$ cat src/rtl/pet_pkg.sv
`timescale 1ns / 1ps
// ----------------------------------------------------------------------------
// Periodic event timer table package
// Shared codes, result layout and controller/datapath interface types.
// ----------------------------------------------------------------------------
package pet_pkg;

  localparam int SLOTS_DEF = 16;

  localparam logic [2:0] OP_ADD_PERIODIC = 3'd0;
  localparam logic [2:0] OP_ADD_ONCE     = 3'd1;
  localparam logic [2:0] OP_DELETE       = 3'd2;
  localparam logic [2:0] OP_RUN          = 3'd3;
  localparam logic [2:0] OP_QUERY        = 3'd4;

  localparam logic [1:0] ST_OK        = 2'd0;
  localparam logic [1:0] ST_FULL      = 2'd1;
  localparam logic [1:0] ST_NOT_FOUND = 2'd2;
  localparam logic [1:0] ST_NONE      = 2'd3;

  localparam logic [31:0] TIME_MAX = 32'hFFFF_FFFF;

  typedef struct packed {
    logic [1:0]  status;
    logic [5:0]  slot;
    logic [31:0] fired_tag;
    logic [31:0] time_value;
    logic [6:0]  active_count;
    logic        last;
  } res_t;

  typedef struct packed {
    logic load;
    logic scan;
    logic finish;
  } cmd_t;

  typedef struct packed {
    logic op_legal;
    logic hit;
    logic at_end;
    logic pend_v;
    logic out_free;
    logic is_run;
    logic is_addel;
  } sts_t;

  function automatic logic [31:0] sat_add(input logic [31:0] a, input logic [31:0] b);
    logic [32:0] s;
    s = {1'b0, a} + {1'b0, b};
    return s[32] ? TIME_MAX : s[31:0];
  endfunction

endpackage

$ cat src/rtl/pet_ctrl.sv
`timescale 1ns / 1ps
// ----------------------------------------------------------------------------
// Periodic event timer table controller
// Sequences accept, slot scan and final result of each transaction.
// ----------------------------------------------------------------------------
module pet_ctrl (
  input  logic          clk,
  input  logic          rst_n,
  input  logic          in_valid,
  output logic          in_stall,
  input  pet_pkg::sts_t sts,
  output pet_pkg::cmd_t cmd
);

  localparam logic [1:0] S_IDLE = 2'd0;
  localparam logic [1:0] S_SCAN = 2'd1;
  localparam logic [1:0] S_END  = 2'd2;

  logic [1:0] state_r, state_nxt;
  logic       run_blocked;

  // A second fired slot in a run must wait until the held one can move out.
  assign run_blocked = sts.hit && sts.is_run && sts.pend_v && !sts.out_free;
  assign in_stall    = (state_r != S_IDLE);

  always_comb begin
    cmd       = '0;
    state_nxt = state_r;
    case (state_r)
      S_IDLE: begin
        if (in_valid && sts.op_legal) begin
          cmd.load  = 1'b1;
          state_nxt = S_SCAN;
        end
      end
      S_SCAN: begin
        if (!run_blocked) begin
          cmd.scan = 1'b1;
          if (sts.at_end || (sts.hit && sts.is_addel)) begin
            state_nxt = S_END;
          end
        end
      end
      S_END: begin
        if (sts.out_free) begin
          cmd.finish = 1'b1;
          state_nxt  = S_IDLE;
        end
      end
      default: state_nxt = S_IDLE;
    endcase
  end

  always_ff @(posedge clk) begin
    if (!rst_n) begin
      state_r <= S_IDLE;
    end else begin
      state_r <= state_nxt;
    end
  end

  a_load_to_scan: assert property (@(posedge clk) disable iff (!rst_n)
    cmd.load |=> (state_r == S_SCAN))
    else $error("load did not enter the scan");

  a_finish_in_end: assert property (@(posedge clk) disable iff (!rst_n)
    cmd.finish |=> (state_r == S_IDLE) && !in_stall)
    else $error("finish did not return to idle");

  a_scan_only_scanning: assert property (@(posedge clk) disable iff (!rst_n)
    cmd.scan |-> (state_r == S_SCAN) && !cmd.load && !cmd.finish)
    else $error("scan issued outside the scan state");

endmodule

$ cat src/rtl/pet_dp.sv
`timescale 1ns / 1ps
// ----------------------------------------------------------------------------
// Periodic event timer table datapath
// Slot memory, valid bits, scan index, held result and output register.
// ----------------------------------------------------------------------------
module pet_dp #(
  parameter int SLOTS = pet_pkg::SLOTS_DEF
) (
  input  logic          clk,
  input  logic          rst_n,
  input  logic [2:0]    in_operation,
  input  logic [31:0]   in_tag,
  input  logic [31:0]   in_delay,
  input  logic [31:0]   in_now,
  input  pet_pkg::cmd_t cmd,
  output pet_pkg::sts_t sts,
  output logic          out_valid,
  input  logic          out_stall,
  output logic [1:0]    out_status,
  output logic [5:0]    out_slot,
  output logic [31:0]   out_fired_tag,
  output logic [31:0]   out_time_value,
  output logic [6:0]    out_active_count,
  output logic          out_last
);

  localparam int IW = (SLOTS > 1) ? $clog2(SLOTS) : 1;
  localparam int CW = $clog2(SLOTS + 1);

  typedef struct packed {
    logic [31:0] tag;
    logic [31:0] due;
    logic [31:0] period;
  } entry_t;

  entry_t          mem [SLOTS];
  entry_t          rd_r;
  entry_t          wr_data;
  logic            wr_en, rd_en;
  logic [IW-1:0]   rd_addr;

  logic [SLOTS-1:0] valid_r, valid_nxt;
  logic [CW-1:0]    cnt_r, cnt_nxt, cnt_inc, cnt_dec;
  logic [IW-1:0]    idx_r, idx_nxt, idx_next;

  logic [2:0]  op_r;
  logic [31:0] tag_r, delay_r, now_r;

  pet_pkg::res_t pend_r, pend_nxt;
  logic          pend_v_r, pend_v_nxt;
  pet_pkg::res_t out_r;
  pet_pkg::res_t push_data;
  logic          push, out_valid_r, out_valid_nxt;

  logic        cur_valid, at_end, hit;
  logic        is_add, is_del, is_run, is_qry;
  logic [31:0] add_due, run_due;
  logic [5:0]  slot_ext;

  assign cur_valid = valid_r[idx_r];
  assign at_end    = (idx_r == IW'(SLOTS - 1));
  assign idx_next  = at_end ? '0 : idx_r + 1'b1;
  assign slot_ext  = 6'(idx_r);
  assign cnt_inc   = cnt_r + 1'b1;
  assign cnt_dec   = cnt_r - 1'b1;
  assign add_due   = pet_pkg::sat_add(now_r, delay_r);
  assign run_due   = pet_pkg::sat_add(now_r, rd_r.period);

  assign is_add = (op_r == pet_pkg::OP_ADD_PERIODIC) || (op_r == pet_pkg::OP_ADD_ONCE);
  assign is_del = (op_r == pet_pkg::OP_DELETE);
  assign is_run = (op_r == pet_pkg::OP_RUN);
  assign is_qry = (op_r == pet_pkg::OP_QUERY);

  always_comb begin
    hit = 1'b0;
    case (op_r)
      pet_pkg::OP_ADD_PERIODIC, pet_pkg::OP_ADD_ONCE: hit = !cur_valid;
      pet_pkg::OP_DELETE: hit = cur_valid && (rd_r.tag == tag_r);
      pet_pkg::OP_RUN:    hit = cur_valid && (rd_r.due <= now_r);
      pet_pkg::OP_QUERY:  hit = cur_valid && (!pend_v_r || (rd_r.due < pend_r.time_value));
      default:            hit = 1'b0;
    endcase
  end

  assign sts.op_legal = in_operation inside {[pet_pkg::OP_ADD_PERIODIC:pet_pkg::OP_QUERY]};
  assign sts.hit      = hit;
  assign sts.at_end   = at_end;
  assign sts.pend_v   = pend_v_r;
  assign sts.out_free = !out_valid_r || !out_stall;
  assign sts.is_run   = is_run;
  assign sts.is_addel = is_add || is_del;

  // The read register always holds the slot under evaluation: slot zero is
  // read at accept, and each scan step fetches the following slot.
  assign rd_en   = cmd.load || cmd.scan;
  assign rd_addr = cmd.scan ? idx_next : '0;

  always_comb begin
    valid_nxt  = valid_r;
    cnt_nxt    = cnt_r;
    idx_nxt    = idx_r;
    pend_nxt   = pend_r;
    pend_v_nxt = pend_v_r;
    wr_en      = 1'b0;
    wr_data    = '0;
    push       = 1'b0;
    push_data  = '0;

    if (cmd.load) begin
      idx_nxt    = '0;
      pend_v_nxt = 1'b0;
    end

    if (cmd.scan) begin
      idx_nxt = idx_next;
      if (hit) begin
        pend_v_nxt = 1'b1;
        if (is_add) begin
          valid_nxt[idx_r] = 1'b1;
          cnt_nxt          = cnt_inc;
          wr_en            = 1'b1;
          wr_data.tag      = tag_r;
          wr_data.due      = add_due;
          wr_data.period   = (op_r == pet_pkg::OP_ADD_PERIODIC) ? delay_r : '0;
          pend_nxt = '{pet_pkg::ST_OK, slot_ext, 32'd0, add_due, 7'(cnt_inc), 1'b0};
        end else if (is_del) begin
          valid_nxt[idx_r] = 1'b0;
          cnt_nxt          = cnt_dec;
          pend_nxt = '{pet_pkg::ST_OK, slot_ext, 32'd0, 32'd0, 7'(cnt_dec), 1'b0};
        end else if (is_run) begin
          // The previously fired slot is not the final result; send it on.
          if (pend_v_r) begin
            push      = 1'b1;
            push_data = pend_r;
          end
          if (rd_r.period != '0) begin
            wr_en          = 1'b1;
            wr_data.tag    = rd_r.tag;
            wr_data.due    = run_due;
            wr_data.period = rd_r.period;
            pend_nxt = '{pet_pkg::ST_OK, slot_ext, rd_r.tag, run_due, 7'(cnt_r), 1'b0};
          end else begin
            valid_nxt[idx_r] = 1'b0;
            cnt_nxt          = cnt_dec;
            pend_nxt = '{pet_pkg::ST_OK, slot_ext, rd_r.tag, 32'd0, 7'(cnt_dec), 1'b0};
          end
        end else if (is_qry) begin
          pend_nxt = '{pet_pkg::ST_OK, slot_ext, 32'd0, rd_r.due, 7'(cnt_r), 1'b0};
        end
      end
    end

    if (cmd.finish) begin
      push = 1'b1;
      if (pend_v_r) begin
        push_data      = pend_r;
        push_data.last = 1'b1;
      end else begin
        push_data.active_count = 7'(cnt_r);
        push_data.last         = 1'b1;
        case (op_r)
          pet_pkg::OP_ADD_PERIODIC, pet_pkg::OP_ADD_ONCE: push_data.status = pet_pkg::ST_FULL;
          pet_pkg::OP_DELETE: push_data.status = pet_pkg::ST_NOT_FOUND;
          pet_pkg::OP_QUERY: begin
            push_data.status     = pet_pkg::ST_NONE;
            push_data.time_value = pet_pkg::TIME_MAX;
          end
          default: push_data.status = pet_pkg::ST_NONE;
        endcase
      end
    end

    if (push) begin
      out_valid_nxt = 1'b1;
    end else if (!out_stall) begin
      out_valid_nxt = 1'b0;
    end else begin
      out_valid_nxt = out_valid_r;
    end
  end

  always_ff @(posedge clk) begin
    if (wr_en) begin
      mem[idx_r] <= wr_data;
    end
    if (rd_en) begin
      rd_r <= mem[rd_addr];
    end
  end

  always_ff @(posedge clk) begin
    if (cmd.load) begin
      op_r    <= in_operation;
      tag_r   <= in_tag;
      delay_r <= in_delay;
      now_r   <= in_now;
    end
    pend_r <= pend_nxt;
    if (push) begin
      out_r <= push_data;
    end
  end

  always_ff @(posedge clk) begin
    if (!rst_n) begin
      valid_r     <= '0;
      cnt_r       <= '0;
      idx_r       <= '0;
      pend_v_r    <= 1'b0;
      out_valid_r <= 1'b0;
    end else begin
      valid_r     <= valid_nxt;
      cnt_r       <= cnt_nxt;
      idx_r       <= idx_nxt;
      pend_v_r    <= pend_v_nxt;
      out_valid_r <= out_valid_nxt;
    end
  end

  assign out_valid        = out_valid_r;
  assign out_status       = out_r.status;
  assign out_slot         = out_r.slot;
  assign out_fired_tag    = out_r.fired_tag;
  assign out_time_value   = out_r.time_value;
  assign out_active_count = out_r.active_count;
  assign out_last         = out_r.last;

  a_count_matches_valid: assert property (@(posedge clk) disable iff (!rst_n)
    cnt_r == CW'($countones(valid_r)))
    else $error("active count disagrees with valid bits");

  a_push_needs_room: assert property (@(posedge clk) disable iff (!rst_n)
    push |-> (!out_valid_r || !out_stall))
    else $error("output register overwritten while stalled");

  a_load_clears_pending: assert property (@(posedge clk) disable iff (!rst_n)
    cmd.load |=> !pend_v_r)
    else $error("held result survived a new transaction");

endmodule

$ cat src/rtl/periodic_event_timer_table.sv
`timescale 1ns / 1ps
// ----------------------------------------------------------------------------
// Periodic event timer table
// Timer slots with add, delete, run of due events and next-time query.
// ----------------------------------------------------------------------------
//  Channel | Ports                                            | Direction
//  --------+--------------------------------------------------+----------
//  in      | in_valid/in_stall, operation, tag, delay, now     | input
//  out     | out_valid/out_stall, status, slot, fired_tag,     | output
//          | time_value, active_count, last                    |
//
// A transaction has an accept step, a scan of the slots in order through the
// single read port of the slot memory, and a step that delivers the final
// result; add and delete stop at the matching slot.
// A run holds each fired slot until the next one is found, so stalls on the
// output hold the scan. Reset clears the valid bits at once; no clearing pass.
// in_stall is high from accept until the final result enters the output
// register.
module periodic_event_timer_table #(
  parameter int SLOTS = pet_pkg::SLOTS_DEF
) (
  input  logic        clk,
  input  logic        rst_n,
  input  logic        in_valid,
  output logic        in_stall,
  input  logic [2:0]  in_operation,
  input  logic [31:0] in_tag,
  input  logic [31:0] in_delay,
  input  logic [31:0] in_now,
  output logic        out_valid,
  input  logic        out_stall,
  output logic [1:0]  out_status,
  output logic [5:0]  out_slot,
  output logic [31:0] out_fired_tag,
  output logic [31:0] out_time_value,
  output logic [6:0]  out_active_count,
  output logic        out_last
);

  pet_pkg::cmd_t cmd;
  pet_pkg::sts_t sts;

  pet_ctrl u_ctrl (
    .clk      (clk),
    .rst_n    (rst_n),
    .in_valid (in_valid),
    .in_stall (in_stall),
    .sts      (sts),
    .cmd      (cmd)
  );

  pet_dp #(
    .SLOTS (SLOTS)
  ) u_dp (
    .clk              (clk),
    .rst_n            (rst_n),
    .in_operation     (in_operation),
    .in_tag           (in_tag),
    .in_delay         (in_delay),
    .in_now           (in_now),
    .cmd              (cmd),
    .sts              (sts),
    .out_valid        (out_valid),
    .out_stall        (out_stall),
    .out_status       (out_status),
    .out_slot         (out_slot),
    .out_fired_tag    (out_fired_tag),
    .out_time_value   (out_time_value),
    .out_active_count (out_active_count),
    .out_last         (out_last)
  );

endmodule
$ cat config.mk
export PLATFORM = sky130hd
export DESIGN_NAME = periodic_event_timer_table
export DESIGN_NICKNAME = d
export VERILOG_FILES = /design/src/rtl/pet_pkg.sv /design/src/rtl/pet_ctrl.sv /design/src/rtl/pet_dp.sv /design/src/rtl/periodic_event_timer_table.sv
export SDC_FILE = /design/constraint.sdc
export NUM_CORES = 2
export LEC_CHECK = 0
export BUFFER_PORTS_ARGS = -buffer_cell sky130_fd_sc_hd__buf_2
export CAP_MARGIN = 20
export CORE_AREA = 2 2 380 382
export DETAILED_ROUTE_END_ITERATION = 8
export DIE_AREA = 0 0 382 384
export PLACE_DENSITY = 0.75
export SLEW_MARGIN = 15
export SYNTH_ARGS = -nofsm -noshare
export SYNTH_HDL_FRONTEND = slang
export SYNTH_SLANG_ARGS = --single-unit
$ cat constraint.sdc
create_clock -name clk -period 8.5 [get_ports clk]
set_input_delay 1.275 -clock clk [delete_from_list [all_inputs] [get_ports clk]]
set_output_delay 1.275 -clock clk [all_outputs]
set_load 0.02 [all_outputs]
# After elaboration in Yosys (flattened, before gate mapping)

Memories as Yosys holds them, arrays and structs flattened. A register that Yosys moved wholly into a read port is not among the register bits.
Index checks and enable logic that the tools add are counted.

Memories: 1
Register bits: 288
Logic and storage cells: 160
Bits in writable memories: 1,536

Equal/unequal tests: 14
Add/sub/neg operators: 5
Order comparisons: 6
Reduce and logical (&&, ||, !) cells: 33
Muxes and demuxes: 74
Bitwise logic cells: 3

Memory list:

| name     | words | width | rd ports | clocked after memory_dff | wr ports | RTL line     | source |
|---|---|---|---|---|---|---|---|
| u_dp.mem | 16    | 96    | 1        | 1                        | 1        | pet_dp.sv:36 | `entry_t mem [SLOTS];` |

Operator list:

| kind                                                  | number |
|---|---|
| two-way mux 80 bit                                    | 9 |
| two-way mux 96 bit                                    | 6 |
| two-way mux 76 bit                                    | 2 |
| two-way mux 32 bit                                    | 4 |
| two-way mux 40 bit                                    | 2 |
| adder 32 x 32 -> 33 bit                               | 2 |
| two-way mux 16 bit                                    | 4 |
| two-way mux 38 bit                                    | 1 |
| equality test 32 bit                                  | 1 |
| <= comparator 32 bit                                  | 1 |
| less-than comparator 32 bit                           | 1 |
| nonzero test 32 bit                                   | 1 |
| two-way mux 1 bit                                     | 28 |
| two-way mux 5 bit                                     | 4 |
| bitwise AND 16 bit                                    | 1 |
| two-way mux 4 bit                                     | 4 |
| NOT 16 bit                                            | 1 |
| bitwise OR 16 bit                                     | 1 |
| logical AND 1 bit                                     | 10 |
| two-way mux 2 bit                                     | 5 |
| inequality test 2 x 1 -> 1 bit, second input constant | 4 |
| AND reduction 4 bit                                   | 2 |
| equality test 3 x 2 -> 1 bit, second input constant   | 2 |
| logical OR 1 bit                                      | 6 |
| 27 further kinds                                      | 33 |

# Longest topological paths before layout

Depth in word-level cells: 13
Mapped depth: 18
Gate-level depth less buffers: 14

# Hierarchy

From an unflattened synthesis, not the netlist that was laid out.

Cells, all modules: 4,389
Area total of the unflattened synthesis: 78,368.9 um^2

By module, submodules not included:

| module   | instances | cells an instance | area each (um^2) |
|---|---|---|---|
| pet_dp   | 1         | 4,373             | 78,233.8 |
| pet_ctrl | 1         | 16                | 135.1 |

# Least setup slack after synthesis

OpenSTA, ideal clock, no wires.

Path kind: register -> register
From: register u_dp.now_r[5]
To: memory u_dp.mem[15][0] (netlist bit), enable pin
Data arrival time: 7.577 ns
Stages on the path, launching flop included: 15
Clock period less this slack: 8.129 ns
Buffers on the path: 2
Slack: 0.371 ns
Path through: edfxtp_1 -> inv_1 -> ha_1 -> a21oi_1 -> o21ai_0 -> a221o_1 -> o31a_1 -> o211ai_2 -> nor2_1 -> o32a_1 -> buf_2 -> inv_2 -> nand2_1 -> clkbuf_1 -> nor2_1

Longest elaborated chain between the ends: 11
Elaborated cells between the ends (all ways): 12

RTL lines:

| what                                      | RTL line       | source |
|---|---|---|
| start, declared                           | pet_dp.sv:47   | `logic [31:0] tag_r, delay_r, now_r;` |
| start signal, assigned                    | pet_dp.sv:196  | `now_r <= in_now;` |
| <= comparator 32 bit *                    | pet_dp.sv:79   | `pet_pkg::OP_RUN: hit = cur_valid && (rd_r.due <= now_r);` |
| logical AND 1 bit *                       | pet_dp.sv:79   |  |
| one-hot mux 1 bit (4 select lines) *      | pet_dp.sv:76   | `case (op_r)` |
| logical AND 1 bit (3 in a row)            | pet_ctrl.sv:23 | `assign run_blocked = sts.hit && sts.is_run && sts.pend_v && !sts.out_free;` |
| two-way mux 1 bit                         | pet_ctrl.sv:37 | `if (!run_blocked) begin` |
| two-way mux 1 bit                         | pet_ctrl.sv:29 | `case (state_r)` |
| two-way mux 1 bit *                       | pet_dp.sv:114  | `if (cmd.scan) begin` |
| two-way mux 1 bit *                       | pet_dp.sv:183  | `if (wr_en) begin` |
| two-way mux 1 bit (implied by the code) * | pet_dp.sv:184  | `mem[idx_r] <= wr_data;` |
| end, declared                             | pet_dp.sv:36   |  |

Mark *: on every way between the ends. The rest lies on a longest branch, timed or not.

==> impl_metrics.py <==
metrics = {
    "sta": {
        "finalHoldViolCount": 0,
        "tns_ns": 0,
        "rsz0062_at_grt": "false",
        "fin_crit_sh": 0.820,
        "worst_slack_ns": 1.53,
        "finalSetupViolations": 0,
        "period_needed_ns": 6.97,
        "drv_slew": 0,
        "fin_skew_ns": 0.0341,
        "relSlewSlack": 0.138,
        "fmaxAchievable_mhz": 143,
        "tightest_slew_ns": 1.29,
    },
    "run_status": {
        "status": "completed",
    },
    "floorplanning": {
        "dieArea_sq_um": 147000,
        "die_h_microns": 384,
        "ios": 185,
        "core_area_sq_um": 143000,
        "initial_core_util": 0.556,
        "row_count": 139,
        "die_w_microns": 382,
    },
    "clock_network": {
        "cts_buffers": 183,
        "cts_hold_buf": 0,
        "clock_latency_ns": 0.85,
        "cts_setup_buffers": 0,
        "cts_root_buffer": "clkbuf_16",
        "cts.clk_slew.worst_paths_ns": 0.07,
        "ctsHtreeMaxLevel": 4,
        "cts_tree": "yes",
        "cts_sinks": 1909,
        "cts_resized": 0,
        "clk_path_buf_depth": 3,
    },
    "synthesis": {
        "synthesis.area_sq_um": 79400,
        "ys_top_cells_by_area": "edfxtp_1 71%, nand2_1 4.7%, mux2i_1 3.7%",
        "yosys.cell_types.count": 78,
        "netlist_instances": 5638,
        "async_reset_ff_frac": 0,
        "synth-seq-area-share": 0.718,
        "yosysTopAreaCellShare": 0.711,
        "synthFlopType": "edfxtp_1",
        "synth_seq_cells": 1909,
        "synth_edf_count": 1880,
        "synth_common_cells": "1880 x edfxtp_1, 995 x nand2_1, 333 x nand3_1",
        "synth_top_cell_by_area": "edfxtp_1",
        "syn_avg_cell_area_sq_um": 14.1,
        "yosysMostFrequentCell": "edfxtp_1",
        "yosysWarnings": 0,
    },
    "run": {
        "maxCapViolations": 0,
    },
    "detailed_routing": {
        "viasPerCell": 6.72,
        "wl_mm": 238,
        "drt-wirelength-per-cell_microns": 30.4,
        "dr.pass1.iters": 6,
        "drc_errors": 0,
        "first_iter_violations": 9128,
        "vias": 52500,
        "ant_nets": 0,
    },
    "worst_setup_path": {
        "start_kind": "flip-flop",
        "max_stage_delay_ns": 0.91,
        "critPathRequiredTime_ns": 9.19,
        "slowest_stage": "edfxtp_1",
        "crit_path_max_fanout": 41,
        "crit_chain": "nand3b_1 > nand4_1 > nor4_1 > nand3_1 > o211ai_2 > nor2_1 > o32a_2 > inv_4 > buf_4 > a31oi_1 > nor2b_4 > buf_4 > and2_1",
        "worstPathArrival_ns": 7.66,
        "path_class": "reg -> reg",
        "setup.worst_path.end_class": "flip-flop",
        "path_common_cell": "buf_4",
    },
    "hold_path": {
        "min_path_type": "reg -> reg",
    },
    "global_route": {
        "grt_usage": 0.319,
        "met1_usage": 0.437,
        "grt-busiest-layer": "met2",
        "gr-total-overflow": 0,
        "grt_util_met3": 0.0830,
        "grt_start_max_net_pins": 158,
        "antenna_found_initial": 10,
        "grt_pass1_vias": 49800,
        "grt_first_pass_wirelength_mm": 340,
        "grt_use_met2": 0.485,
    },
    "place": {
        "dp_hpwl_mm": 128,
        "placed_cells": 7462,
        "dp_worst_setup_slack_ns": 1.77,
        "io_buffers": 180,
        "gp_congestion": 0.993,
    },
    "power": {
        "power.density_nw_per_um2": 225,
        "vdd_drop_max_mv": 0.212,
        "leakagePower_nw": 30.1,
    },
    "final_layout": {
        "drive_above_1_share": 0.103,
        "multi_input_area_sq_um": 20900,
        "num-fill-cells": 10100,
        "regArea_sq_um": 57000,
        "fin_cells": 7814,
        "syn_to_final_growth_pct": 11.3,
        "nNetsFinal": 5997,
    },
}
==> placed cells by master (no fill, tap or decap), drive strengths merged, types with 12 or more instances in the layout <==
cell / n
a21o: 68
a21oi: 160
a221o: 98
a22oi: 130
a311oi: 12
and2: 52
and3: 59
buf: 279
bufinv: 14
clkbuf: 242
clkinv: 78
dfxtp: 29
edfxtp: 1880
ha: 133
inv: 98
mux2i: 290
nand2: 996
nand3: 333
nand4: 28
nor2: 162
nor2b: 17
nor3: 23
o2111ai: 99
o21a: 14
o21ai: 195
o221ai: 192
xnor2: 67
xor2: 18
==> power by group <==
| group | total [mW] | leakage, nW | internal (mW) | switching (mW) |
|---|---|---|---|---|
| clock | 8.00 | 2.84 | 4.47 | 3.53 |
| sequential | 10.5 | 16.2 | 10.4 | 0.136 |
| combinational | 1.39 | 11.0 | 0.439 | 0.947 |
==> sequential cells by signal, indices dropped and copies added, names as in the netlist, 32 cells and up, named ones only <==
name,count
u_dp.delay_r,32
u_dp.mem,1536
u_dp.now_r,32
u_dp.out_fired_tag,32
u_dp.out_time_value,32
u_dp.pend_r,73
u_dp.rd_r,96
u_dp.tag_r,32
==> metrics by stage <==
stage / hold WS (ns) / util / cell area (sq um) / power, mW
after floorplan: 0.406 / - / 79400 / 11.5
after global placement: 0.499 / 0.578 / 82500 / 12.0
after detailed placement: 0.504 / 0.578 / 82500 / 12.0
after CTS: 0.516 / 0.618 / 88300 / 19.8
after global routing: 0.531 / 0.619 / 88400 / 20.3
final: 0.518 / 0.619 / 88400 / 19.9
==> critical path, delay by kind of cell, from the launching register on <==
family / cells / cell delay (ns)
and+or+nand+nor: 7 / 3.47
buffers and inverters: 3 / 1.28
AOI/OAI and AO/OA: 3 / 1.12
DFF: 1 / 0.91
==> final cells by class <==
class                      count  share of cell area
clock inverter               101              0.0111
antenna                        2           0.0000566
sequential                  1909               0.645
multi-input combinational   3285               0.236
tap                         1903              0.0269
inverter                      93             0.00406
clock buffer                 234              0.0548
timing repair buffer         287              0.0224
==> worst paths after layout <==
check,startpoint,endpoint,slack (ns),depth (start not counted)
max,u_dp.op_r[0],u_dp.out_fired_tag[23],1.53,13
min reg2reg,u_dp.pend_r[59],u_dp.out_fired_tag[19],0.52,1
min,u_dp.pend_r[59],u_dp.out_fired_tag[19],0.52,1
max reg2reg,u_dp.op_r[0],u_dp.out_fired_tag[23],1.53,13
==> routing by layer <==
layer	up-vias	part of all wire
li1	21900	-
met2	4289	0.45
met4	12	0.047
met5	-	0.00029
met3	715	0.14
met1	25600	0.36
==> cell families (layout without fill, tap and decap cells) <==
logic type | count (synthesis) | in the layout | share of synthesized area
multiplexers | 295 | 295 | 0.0380
XOR/XNOR | 85 | 85 | 0.00937
flip-flops | 1909 | 1909 | 0.718
buffers and inverters | 447 | 715 | 0.0229
AND/OR/NAND/NOR | 1717 | 1717 | 0.0936
AO/OA/AOI/OAI | 1049 | 1049 | 0.0967
adder cells (fa/ha/maj) | 135 | 135 | 0.0215
other | 1 | 6 | 0.0000472
No activity file was read; power rests on OpenSTA's default activity.
